<file path="config.mk">
export PLATFORM = sky130hd
export DESIGN_NAME = rclc_mac
export DESIGN_NICKNAME = d
export VERILOG_FILES = /design/src/sv/ray_cone_triangle_lod_constant_defines.svh /design/src/sv/rclc_pkg.sv /design/src/sv/rclc_mac.sv
export SDC_FILE = /design/constraint.sdc
export NUM_CORES = 2
export LEC_CHECK = 0
export ABC_AREA = 1
export BUFFER_PORTS_ARGS = -buffer_cell sky130_fd_sc_hd__buf_2
export CAP_MARGIN = 20
export CORE_MARGIN = 5
export CORE_UTILIZATION = 30
export CTS_CLUSTER_DIAMETER = 60
export DETAILED_ROUTE_END_ITERATION = 16
export PLACE_DENSITY = 0.48
export REMOVE_ABC_BUFFERS = 1
export SLEW_MARGIN = 20
export SYNTH_ARGS = -nofsm -noshare
export SYNTH_HDL_FRONTEND = slang
export SYNTH_SLANG_ARGS = --single-unit
</file>
<file path="constraint.sdc">
create_clock -name i_clk -period 5.02 [get_ports i_clk]
set_input_delay 1.004 -clock i_clk [delete_from_list [all_inputs] [get_ports i_clk]]
set_output_delay 1.004 -clock i_clk [all_outputs]
set_load 0.005 [all_outputs]
</file>
<file path="src/sv/ray_cone_triangle_lod_constant_defines.svh">
// ----------------------------------------------------------------------------
// Ray-cone LOD constant: assertion macros
// Shared property forms for the block's concurrent checks.
// ----------------------------------------------------------------------------
`ifndef RAY_CONE_TRIANGLE_LOD_CONSTANT_DEFINES_SVH
`define RAY_CONE_TRIANGLE_LOD_CONSTANT_DEFINES_SVH

// same-cycle implication, clocked on i_clk, off during reset
`define RCLC_ASSERT_NOW(label, ante, cons, msg) \
    label: assert property (@(posedge i_clk) disable iff (!i_rst_n) (ante) |-> (cons)) \
        else $error(msg);

// next-cycle implication
`define RCLC_ASSERT_NEXT(label, ante, cons, msg) \
    label: assert property (@(posedge i_clk) disable iff (!i_rst_n) (ante) |=> (cons)) \
        else $error(msg);

`endif

</file>
<file path="src/sv/rclc_pkg.sv">
// ----------------------------------------------------------------------------
// Ray-cone LOD constant package
// Types and fixed constants shared by the sequencer, MAC unit and log2 unit.
// ----------------------------------------------------------------------------
package rclc_pkg;

    localparam int LOG_F      = 24;
    localparam int MANT_W     = 31;
    localparam int SQ_W       = 2 * MANT_W;
    localparam int OUT_W      = 16;
    localparam int LOG_SCALE  = LOG_F + 2;

    typedef enum logic [3:0] {
        ST_IDLE,
        ST_CLR,
        ST_LOAD,
        ST_MUL,
        ST_NEXT,
        ST_ABS,
        ST_ZCHK,
        ST_NORM,
        ST_LOG,
        ST_LWAIT,
        ST_FIN,
        ST_DONE
    } t_state;

    typedef enum logic [3:0] {
        OP_UV_P,
        OP_UV_M,
        OP_CX_P,
        OP_CX_M,
        OP_CY_P,
        OP_CY_M,
        OP_CZ_P,
        OP_CZ_M,
        OP_SX,
        OP_SY,
        OP_SZ
    } t_op;

    typedef enum logic [2:0] {
        MAC_NONE,
        MAC_CLEAR,
        MAC_LOAD,
        MAC_STEP,
        MAC_NEG,
        MAC_SHL
    } t_mac_op;

    typedef struct packed {
        t_mac_op op;
        logic    sub;
    } t_mac_ctl;

endpackage

</file>
<file path="src/sv/rclc_mac.sv">
// ----------------------------------------------------------------------------
// Ray-cone LOD constant: shared multiply-accumulate unit
// Shift-add multiplier, one multiplier bit per cycle, into a wide accumulator
// that also negates and shifts left for normalization.
// ----------------------------------------------------------------------------
module rclc_mac #(
    parameter int MW    = 67,
    parameter int ACC_W = 136
) (
    input  logic                    i_clk,
    input  logic                    i_rst_n,
    input  rclc_pkg::t_mac_ctl      i_ctl,
    input  logic signed [MW-1:0]    i_a,
    input  logic signed [MW-1:0]    i_b,
    output logic [ACC_W-1:0]        o_acc
);

    logic [ACC_W-1:0] r_acc;
    logic [ACC_W-1:0] r_mcand;
    logic [MW-1:0]    r_mplier;
    logic [ACC_W-1:0] a_ext;
    logic [MW-1:0]    b_mag;
    logic             neg;

    assign a_ext = {{(ACC_W - MW){i_a[MW-1]}}, i_a};
    assign b_mag = i_b[MW-1] ? MW'(-i_b) : i_b;
    assign neg   = i_b[MW-1] ^ i_ctl.sub;

    always_ff @(posedge i_clk) begin
        if (!i_rst_n) begin
            r_acc    <= '0;
            r_mcand  <= '0;
            r_mplier <= '0;
        end else begin
            case (i_ctl.op)
                rclc_pkg::MAC_CLEAR: begin
                    r_acc <= '0;
                end
                rclc_pkg::MAC_LOAD: begin
                    r_mcand  <= neg ? (~a_ext + ACC_W'(1)) : a_ext;
                    r_mplier <= b_mag;
                end
                rclc_pkg::MAC_STEP: begin
                    if (r_mplier[0]) begin
                        r_acc <= r_acc + r_mcand;
                    end
                    r_mcand  <= {r_mcand[ACC_W-2:0], 1'b0};
                    r_mplier <= {1'b0, r_mplier[MW-1:1]};
                end
                rclc_pkg::MAC_NEG: begin
                    r_acc <= ~r_acc + ACC_W'(1);
                end
                rclc_pkg::MAC_SHL: begin
                    r_acc <= {r_acc[ACC_W-2:0], 1'b0};
                end
                default: begin
                end
            endcase
        end
    end

    assign o_acc = r_acc;

endmodule

</file>
==> flow_metrics.env <==
export IMPL_power_total_mw=12.25
export IMPL_drive_gt1_share_pct=8.022
export IMPL_cts_hold_buffers=0
export IMPL_htree_levels=3
export IMPL_cts_resized_gates=0
export IMPL_wirelength_mm=249.4
export IMPL_post_route_util_pct=34.74
export IMPL_die_area_um2=132500
export IMPL_dr_pass1_iters=7
export IMPL_path_clk_slew_ns=0.05
export IMPL_r2r_start="o_acc[0]$_SDFFE_PN0P_"
export IMPL_skew_ns=0.03304
export IMPL_setup_tns_ns=0
export IMPL_ant_nets=0
export IMPL_dp_cells=8905
export IMPL_syn_avg_cell_area_um2=5.295
export IMPL_required_ns=5.53
export IMPL_yosysWarnings=0
export IMPL_rsz0062_at_grt="false"
export IMPL_hpwlAfterDp_mm=205.8
export IMPL_drv_slew=0
export IMPL_root_buffer="clkbuf_16"
export IMPL_critPathKind="flip-flop to flip-flop"
export IMPL_fin_crit_sh_pct=93.29
export IMPL_clock_latency_ns=0.66
export IMPL_whs_ns=0.4630
export IMPL_worst_slew_pin_slew_ns=1.119
export IMPL_io_pins=276
export IMPL_initial_core_util_pct=30.07
export IMPL_vias=49830
export IMPL_cap_violations=0
export IMPL_slew_headroom_pct=24.80
export IMPL_wl_per_cell_um=27.61
export IMPL_syn_area_um2=37610
export IMPL_io_buffers=275
export IMPL_drc=0
export IMPL_area_growth_pct=15.53
export IMPL_seq_area_frac_synth_pct=18.04
export IMPL_arrival_ns=5.19
export IMPL_cts_tree="built"
export IMPL_num_fill_cells=14670
export IMPL_irDropWorstVdd_mv=0.2188
export IMPL_gp_congestion=1.065
export IMPL_grt_overflow_total=0
export IMPL_fmax_ghz=0.2135
export IMPL_nets=7604
export IMPL_hold_path_class="flip-flop to flip-flop"
export IMPL_synthCells=7103
export IMPL_yosysUniqueCellTypes=46
export IMPL_clockBufferDepth=3
export IMPL_cp_startpoint="o_acc[0]$_SDFFE_PN0P_"
export IMPL_die_w_um=364.1
export IMPL_grt_pass1_vias=45700
export IMPL_grt_use_total_pct=36.19
export IMPL_finalHoldViolCount=0
export IMPL_grt_max_degree=195
export IMPL_end_kind="flip-flop"
export IMPL_hold_path_startpoint="r_mplier[37]$_SDFFE_PN0P_"
export IMPL_startpoint_type="flip-flop"
export IMPL_clock_sink_count=339
export IMPL_die_y_um=364.1
export IMPL_finalSetupViolations=0
export IMPL_run_status="complete, no violations"
export IMPL_p_per_area_nw_per_um2=282.0
export IMPL_core_area_um2=125100
export IMPL_post_cts_setup_buffers=0
export IMPL_synth_seq_cells=339
export IMPL_cts_made_buffers=68
export IMPL_antenna_found_initial=16
export IMPL_cp_max_fo=7
export IMPL_via_per_inst=5.516
export IMPL_p_leak_nw=20.85
export IMPL_drtIter0Drc=6274
export IMPL_min_period_ns=4.683
export IMPL_grt_pass1_wl_mm=342.8
export IMPL_final_cells=9033
export IMPL_rows=130
==> registers in the layout, summed over array words and instances, names as in the netlist <==
register / count
r_mcand: 136
o_acc: 136
r_mplier: 67
==> cell type report <==
| class | count | area, µm² | share of cell area, % |
|---|---|---|---|
| Timing Repair Buffer | 364 | 2160 | 4.970 |
| Clock buffer | 83 | 1872 | 4.308 |
| Multi-Input combinational cell | 5476 | 26010 | 59.86 |
| Antenna cell | 3 | 7.507 | 0.01728 |
| Inverter | 1076 | 4059 | 9.341 |
| Clock inverter | 42 | 491.7 | 1.132 |
| Sequential cell | 339 | 6787 | 15.62 |
| Tap cell | 1650 | 2064 | 4.751 |
==> path summary, 6_finish.rpt <==
check	endpoint	slack, ns	cells after the start
worst max-delay path	o_acc[110]$_SDFFE_PN0P_	0.34	13
worst min register to register	r_mplier[37]$_SDFFE_PN0P_	0.46	2
worst max register to register	o_acc[110]$_SDFFE_PN0P_	0.34	13
worst min-delay path	r_mplier[37]$_SDFFE_PN0P_	0.46	2
==> per-stage QoR <==
stage / worst slack (ns) / instance area, µm²
after floorplan: -16.25 / 36790
after global placement: 0.2868 / 41080
after detailed placement: 0.4105 / 41080
after CTS: 0.3431 / 43440
after global routing: 0.4406 / 43440
final: 0.3368 / 43450
==> Yosys cell counts (all sizes together) <==
master | instances | area share (%)
or4 | 1 | 0.020
nor4 | 20 | 0.33
o21ai | 369 | 4.9
nor2 | 835 | 8.5
xnor2 | 15 | 0.35
o22ai | 20 | 0.33
a31oi | 11 | 0.18
a21o | 7 | 0.14
nand3 | 482 | 6.5
o221ai | 53 | 1.2
a22oi | 1 | 0.020
and2 | 2 | 0.033
ha | 138 | 4.6
clkinv | 1 | 0.010
and3 | 2 | 0.033
clkbuf | 174 | 1.7
xor2 | 73 | 1.7
a32oi | 1 | 0.023
nand4 | 144 | 2.4
o21bai | 17 | 0.34
or2 | 59 | 0.98
nand3b | 36 | 0.72
a21oi | 688 | 9.2
dfxtp | 339 | 18
o211ai | 95 | 1.9
a311oi | 1 | 0.023
nor3b | 1 | 0.020
buf | 38 | 0.44
nor3 | 98 | 1.4
fa | 1 | 0.053
o31ai | 9 | 0.19
nand2 | 2296 | 23
inv | 1075 | 11
a31o | 1 | 0.023
==> layer usage <==
metal	wire (µm)	share of wire, %	vias up	GRT usage, %
met5	50	0.020	-	0
met2	102300	41	2384	53.53
met1	113700	46	23780	52.80
met3	24130	9.7	299	6.409
li1	-	-	23360	-
met4	9267	3.7	8	11.96
==> layout by cell type (no fill, tap or decap), types with 91 or more instances in the layout <==
cell type	n
nand4_1	143
a21oi_1	687
nand3_1	476
ha_1	138
inv_1	1065
o211ai_1	95
nor3_1	91
nor2_1	813
dfxtp_1	339
o21ai_0	349
buf_2	274
nand2_1	2294
==> logic make-up after synthesis <==
kind of cell,Yosys count,synth area share [%]
adders and majority gates,139,4.644
buffers and inverters,1288,12.91
xor gates and xnor gates,88,2.049
DFF,339,18.04
and+or+nand+nor,3976,43.88
AOI/OAI and AO/OA,1273,18.47
==> power by group <==
group	internal, mW	total (mW)	switching, mW
clock	3.02	4.87	1.85
combinational	1.02	4.33	3.31
sequential	2.83	3.05	0.220
total	6.87	12.3	5.38
==> worst max-delay path: stages, from the launching register on <==
cell	delay, ns
dfxtp_1	0.38
inv_1	0.20
ha_1	0.68
nand2_1	0.46
nor2_1	0.94
nand2_1	0.27
nor3_1	0.92
nand4_1	0.18
nand3_1	0.14
o21ai_0	0.09
inv_1	0.06
nand2_1	0.05
nand2_1	0.07
a21oi_1	0.07
Power figures use the tool's default switching activity.
