## src/sv/ray_cone_triangle_lod_constant_defines.svh

```systemverilog
// ----------------------------------------------------------------------------
// Ray-cone LOD constant: assertion macros
// Shared property forms for the block's concurrent checks.
// ----------------------------------------------------------------------------
`ifndef RAY_CONE_TRIANGLE_LOD_CONSTANT_DEFINES_SVH
`define RAY_CONE_TRIANGLE_LOD_CONSTANT_DEFINES_SVH

// same-cycle implication, clocked on i_clk, off during reset
`define RCLC_ASSERT_NOW(label, ante, cons, msg) \
    label: assert property (@(posedge i_clk) disable iff (!i_rst_n) (ante) |-> (cons)) \
        else $error(msg);

// next-cycle implication
`define RCLC_ASSERT_NEXT(label, ante, cons, msg) \
    label: assert property (@(posedge i_clk) disable iff (!i_rst_n) (ante) |=> (cons)) \
        else $error(msg);

`endif

```

## src/sv/rclc_pkg.sv

```systemverilog
// ----------------------------------------------------------------------------
// Ray-cone LOD constant package
// Types and fixed constants shared by the sequencer, MAC unit and log2 unit.
// ----------------------------------------------------------------------------
package rclc_pkg;

    localparam int LOG_F      = 24;
    localparam int MANT_W     = 31;
    localparam int SQ_W       = 2 * MANT_W;
    localparam int OUT_W      = 16;
    localparam int LOG_SCALE  = LOG_F + 2;

    typedef enum logic [3:0] {
        ST_IDLE,
        ST_CLR,
        ST_LOAD,
        ST_MUL,
        ST_NEXT,
        ST_ABS,
        ST_ZCHK,
        ST_NORM,
        ST_LOG,
        ST_LWAIT,
        ST_FIN,
        ST_DONE
    } t_state;

    typedef enum logic [3:0] {
        OP_UV_P,
        OP_UV_M,
        OP_CX_P,
        OP_CX_M,
        OP_CY_P,
        OP_CY_M,
        OP_CZ_P,
        OP_CZ_M,
        OP_SX,
        OP_SY,
        OP_SZ
    } t_op;

    typedef enum logic [2:0] {
        MAC_NONE,
        MAC_CLEAR,
        MAC_LOAD,
        MAC_STEP,
        MAC_NEG,
        MAC_SHL
    } t_mac_op;

    typedef struct packed {
        t_mac_op op;
        logic    sub;
    } t_mac_ctl;

endpackage

```

## src/sv/rclc_log.sv

```systemverilog
// ----------------------------------------------------------------------------
// Ray-cone LOD constant: log2 fraction unit
// Repeated squaring of a Q1.30 mantissa, one fraction bit per squaring step.
// ----------------------------------------------------------------------------
module rclc_log #(
    parameter int EXP_W = 8
) (
    input  logic                                  i_clk,
    input  logic                                  i_rst_n,
    input  logic                                  i_start,
    input  logic [rclc_pkg::MANT_W-1:0]           i_mant,
    input  logic [EXP_W-1:0]                      i_exp,
    output logic                                  o_busy,
    output logic [EXP_W+rclc_pkg::LOG_F-1:0]      o_log
);

    localparam int CNT_W = $clog2(rclc_pkg::LOG_F);

    logic                          r_busy;
    logic                          r_phase;
    logic [CNT_W-1:0]              r_cnt;
    logic [rclc_pkg::MANT_W-1:0]   r_m;
    logic [rclc_pkg::SQ_W-1:0]     r_sq;
    logic [rclc_pkg::LOG_F-1:0]    r_frac;
    logic [EXP_W-1:0]              r_exp;
    logic [rclc_pkg::MANT_W:0]     t;

    assign t = r_sq[rclc_pkg::SQ_W-1 -: (rclc_pkg::MANT_W + 1)];

    always_ff @(posedge i_clk) begin
        if (!i_rst_n) begin
            r_busy  <= 1'b0;
            r_phase <= 1'b0;
            r_cnt   <= '0;
        end else if (i_start) begin
            r_busy  <= 1'b1;
            r_phase <= 1'b0;
            r_cnt   <= '0;
            r_m     <= i_mant;
            r_exp   <= i_exp;
            r_frac  <= '0;
        end else if (r_busy) begin
            r_phase <= ~r_phase;
            if (!r_phase) begin
                r_sq <= r_m * r_m;
            end else begin
                r_m    <= t[rclc_pkg::MANT_W] ? t[rclc_pkg::MANT_W:1]
                                              : t[rclc_pkg::MANT_W-1:0];
                r_frac <= {r_frac[rclc_pkg::LOG_F-2:0], t[rclc_pkg::MANT_W]};
                r_cnt  <= r_cnt + CNT_W'(1);
                if (r_cnt == CNT_W'(rclc_pkg::LOG_F - 1)) begin
                    r_busy <= 1'b0;
                end
            end
        end
    end

    assign o_busy = r_busy;
    assign o_log  = {r_exp, r_frac};

endmodule

```

## config.mk

```make
export PLATFORM = sky130hd
export DESIGN_NAME = rclc_log
export DESIGN_NICKNAME = d
export VERILOG_FILES = /design/src/sv/ray_cone_triangle_lod_constant_defines.svh /design/src/sv/rclc_pkg.sv /design/src/sv/rclc_log.sv
export SDC_FILE = /design/constraint.sdc
export NUM_CORES = 2
export LEC_CHECK = 0
export BUFFER_PORTS_ARGS = -buffer_cell sky130_fd_sc_hd__buf_4
export CAP_MARGIN = 40
export CORE_ASPECT_RATIO = 0.5
export CORE_UTILIZATION = 40
export DETAILED_ROUTE_END_ITERATION = 8
export SLEW_MARGIN = 20
export SYNTH_ARGS = -nofsm -noshare
export SYNTH_HDL_FRONTEND = slang
export SYNTH_SLANG_ARGS = --single-unit
```

## constraint.sdc

```tcl
create_clock -name i_clk -period 22.1 [get_ports i_clk]
set_input_delay 1.105 -clock i_clk [delete_from_list [all_inputs] [get_ports i_clk]]
set_output_delay 1.105 -clock i_clk [all_outputs]
set_load 0.005 [all_outputs]
```

==> impl_metrics.json <==
{
  "grt_antenna_before_repair": 1,
  "root_buffer": "sky130_fd_sc_hd__clkbuf_16",
  "insertion_delay_ps": 360,
  "nets": 4252,
  "ctsResizeCount": 0,
  "clkSinkCount": 102,
  "min_delay_worst_endpoint": "r_cnt[4]",
  "synth.ff_latch_count": 102,
  "detailedRoute.firstIterationViolations": 1097,
  "wl_met1_mm": 33.24,
  "route.met2.wl_mm": 37.67,
  "final_max_slew_viol_count": 0,
  "timing_worst_slew_pin_value_ps": 867.8,
  "worst-path-buf-inv": 4,
  "cts_tree": "done",
  "cts-buffers-inserted": 9,
  "worstSetupEndpointType": "flop",
  "setup_viol_count_final": 0,
  "reg2regPathDepth": 23,
  "crit_arrival_ps": 8610,
  "drive_gt1_share_pct": 5.130,
  "footprint_of_the_multi_input_gates_um2": 24010,
  "hold_depth": 2,
  "gp_congestion": 0.9126,
  "postCtsHoldBufs": 0,
  "setup-tns-final_ps": 0,
  "die_width_um": 395.6,
  "cts_post_setup_buffers_inserted": 0,
  "fin_util_pct": 43.46,
  "synth.avg_cell_area_um2": 9.717,
  "ys_types": 64,
  "route.detailed.vias_per_inst": 4.865,
  "worstPathRequired_ps": 22200,
  "dr_wl_met3_mm": 3.369,
  "grt_first_pass_wirelength_mm": 124.8,
  "cts_htree_levels": 3,
  "dr.max_layer_used": "met4",
  "area.growth.synth_to_final_pct": 6.392,
  "final-seq-area_um2": 2993,
  "n_fill_cell": 7433,
  "worst_slew_margin_rel_pct": 42.15,
  "clock_skew_ps": 12.90,
  "postSynth.asyncResetShare_pct": 0,
  "cell_with_the_largest_stage_delay_on_the_worst_path": "sky130_fd_sc_hd__edfxtp_1",
  "route.final.wire_length_mm": 75.53,
  "hold_slack_ps": 538.3,
  "launch_instance_of_the_worst_register_to_register_path": "r_m[5]",
  "syn_area_um2": 30990,
  "min-delay-start": "r_cnt[4]",
  "worst_path_maximum_fanout": 17,
  "std_cell_rows": 71,
  "worst_hold_path_type": "flop to flop",
  "design.die.area_um2": 78660,
  "insertedDiodeCount": 0,
  "min_cycle_time_layout_ps": 8508,
  "chipHeight_um": 198.8,
  "r2r_slack_ps": 13590,
  "grt_start_max_net_pins": 91,
  "io-pin-count": 75,
  "yosysSeqAreaShare_pct": 9.658,
  "cpLargestDelayFamily": "adder cells",
  "via_count": 20530,
  "port_buffers": 74,
  "status": "finished, final reports clean",
  "startpoint_type": "flop",
  "ys_warn_count": 0,
  "crit_top_cell": "sky130_fd_sc_hd__fa_1",
  "drt.antenna.violating_nets": 0,
  "crit_type": "flop to flop",
  "hold_viol": 0,
  "first_global_vias": 22850,
  "detail_route.drc_violations": 0,
  "synth_cells": 3189,
  "unrepaired_setup_endpoints_after_global_routing": "no",
  "worstReg2RegEnd": "r_sq[58]",
  "cts-root-to-sink-buffers": 2,
  "crit_path_max_incr_delay_ps": 820,
  "synth_edf_count": 95,
  "floorplan.initialDensity_pct": 40.85,
  "maxCapViolCount": 0,
  "prevailing_post_synth_register_cell": "sky130_fd_sc_hd__edfxtp_1",
  "cts.clk_slew.worst_paths_ps": 80,
  "cp_cell_sequence": "buf_4 > inv_1 > nor2_1 > fa_1 > fa_1 > fa_1 > inv_1 > fa_1 > inv_1 > fa_1 > fa_1 > fa_1 > fa_1 > ha_1 > a21oi_1 > o21ai_0 > a221oi_1 > a21boi_1 > a211oi_2 > o21ai_2 > a21oi_2 > o41ai_2 > xor2_1",
  "grtUsageTotal_pct": 20.42,
  "avgRoutedWirePerCell_um": 17.90,
  "hpwl_mm": 60.70,
  "dr.pass1.iters": 5,
  "globalRouteOverflowTotal": 0,
  "core_area_um2": 75870,
  "achievable-frequency_ghz": 0.1175,
  "synthesized_nets": 4249,
  "min_period_over_period_pct": 38.50
}
-- cells in the final DEF (no fill, tap or decap), drive strengths merged, types with 4 or more instances in the layout --
| cell | n |
|---|---|
| a31o | 4 |
| mux2i | 33 |
| o211ai | 11 |
| dfxtp | 7 |
| clkinv | 4 |
| nor3 | 11 |
| nor2 | 68 |
| or2 | 6 |
| nand3 | 17 |
| nand4 | 20 |
| buf | 111 |
| a21o | 15 |
| clkbuf | 9 |
| ha | 271 |
| a31oi | 4 |
| inv | 945 |
| a211oi | 7 |
| edfxtp | 95 |
| nand2b | 6 |
| nor2b | 34 |
| and2 | 192 |
| o21ai | 66 |
| a21oi | 68 |
| xor2 | 29 |
| o21a | 4 |
| o21bai | 12 |
| xnor2 | 34 |
| nand2 | 332 |
| fa | 747 |
-- cell type report --
class                           count  area share, %
Sequential cell                   102          9.078
Timing Repair Buffer              111          2.634
Clock buffer                        9         0.6831
Clock inverter                      7         0.1670
Inverter                          943          10.74
Multi-Input combinational cell   2025          72.82
Tap cell                         1022          3.879
-- per-layer routing --
metal  GRT usage [%]  vias to the layer above
met3           2.163                       82
li1                -                     9353
met5               0                        -
met4           3.647                        0
met2           35.70                      428
met1           27.74                    10660
-- cell families after synthesis --
logic type / Yosys count / synth area share, %
buffers and inverters: 1062 / 12.88
adder cells (fa/ha/maj): 1018 / 59.20
AND/OR/NAND/NOR: 695 / 10.88
AO/OA/AOI/OAI: 215 / 4.494
flip-flops: 102 / 9.658
XOR/XNOR: 63 / 1.781
multiplexers: 34 / 1.102
-- cells in the mapped netlist (3+ instances only) --
master,count,area (µm²)
sky130_fd_sc_hd__dfxtp_1,7,140.1
sky130_fd_sc_hd__a21oi_1,67,335.3
sky130_fd_sc_hd__o21ai_0,58,290.3
sky130_fd_sc_hd__nand2b_1,6,37.54
sky130_fd_sc_hd__fa_1,747,14950
sky130_fd_sc_hd__a22oi_1,3,22.52
sky130_fd_sc_hd__nor2_1,67,251.5
sky130_fd_sc_hd__or2_2,6,37.54
sky130_fd_sc_hd__xnor2_1,34,297.8
sky130_fd_sc_hd__nand3_1,16,80.08
sky130_fd_sc_hd__o21ai_1,5,25.02
sky130_fd_sc_hd__and2_1,192,1201
sky130_fd_sc_hd__a211oi_1,5,37.54
sky130_fd_sc_hd__a31o_2,4,35.03
sky130_fd_sc_hd__a21o_1,15,112.6
sky130_fd_sc_hd__ha_1,271,3391
sky130_fd_sc_hd__edfxtp_1,95,2853
sky130_fd_sc_hd__nor2b_1,34,212.7
sky130_fd_sc_hd__a31oi_1,4,25.02
sky130_fd_sc_hd__and3_1,3,18.77
sky130_fd_sc_hd__o21bai_1,12,90.09
sky130_fd_sc_hd__buf_1,6,22.52
sky130_fd_sc_hd__o211ai_1,10,75.07
sky130_fd_sc_hd__nor3_1,9,45.04
sky130_fd_sc_hd__o21a_1,4,30.03
sky130_fd_sc_hd__inv_1,942,3536
sky130_fd_sc_hd__buf_2,5,25.02
sky130_fd_sc_hd__nand4_1,19,118.9
sky130_fd_sc_hd__xor2_1,29,254.0
sky130_fd_sc_hd__nand2_1,331,1242
sky130_fd_sc_hd__o21ai_2,3,26.28
sky130_fd_sc_hd__clkbuf_1,108,405.4
sky130_fd_sc_hd__mux2i_1,33,330.3
-- stage by stage --
stage | setup WS, ps | instance area [µm²] | instances
4_1_cts | 13670 | 32970 | 4219
6_report | 13590 | 32970 | 4219
3_5_place_dp | 13680 | 32690 | 4203
3_3_place_gp | 13490 | 32630 | 4200
5_1_grt | 13250 | 32970 | 4219
2_1_floorplan | 14790 | 30990 | 3189
-- tightest hold or removal path: cells and delay by family, from the launching register on --
| kind | cells | cell delay [ps] |
|---|---|---|
| flip-flops | 1 | 350 |
| XOR/XNOR | 1 | 70 |
| AND/OR/NAND/NOR | 1 | 80 |
-- flip-flops by register name, indices dropped and copies added, names as in the netlist --
register and count:
r_sq 32, r_m 31, r_frac 24, r_exp 8, r_cnt 5, o_busy 1, r_phase 1
-- how the worst max path moves through the flow --
| stage | start | to | slack, ps | cells past startpoint |
|---|---|---|---|---|
| global placement | r_m[8] | r_sq[58] | 13490 | 23 |
| global route | r_m[5] | r_sq[58] | 13250 | 23 |
| finish | r_m[5] | r_sq[58] | 13590 | 23 |
| detailed placement | r_m[5] | r_sq[58] | 13680 | 23 |
| CTS | r_m[5] | r_sq[58] | 13670 | 23 |
| floorplan | r_m[4] | r_sq[61] | 14790 | 26 |
Power is not shown: default switching activity piles up to over one toggle a cycle in this logic, so the estimate is an artifact.
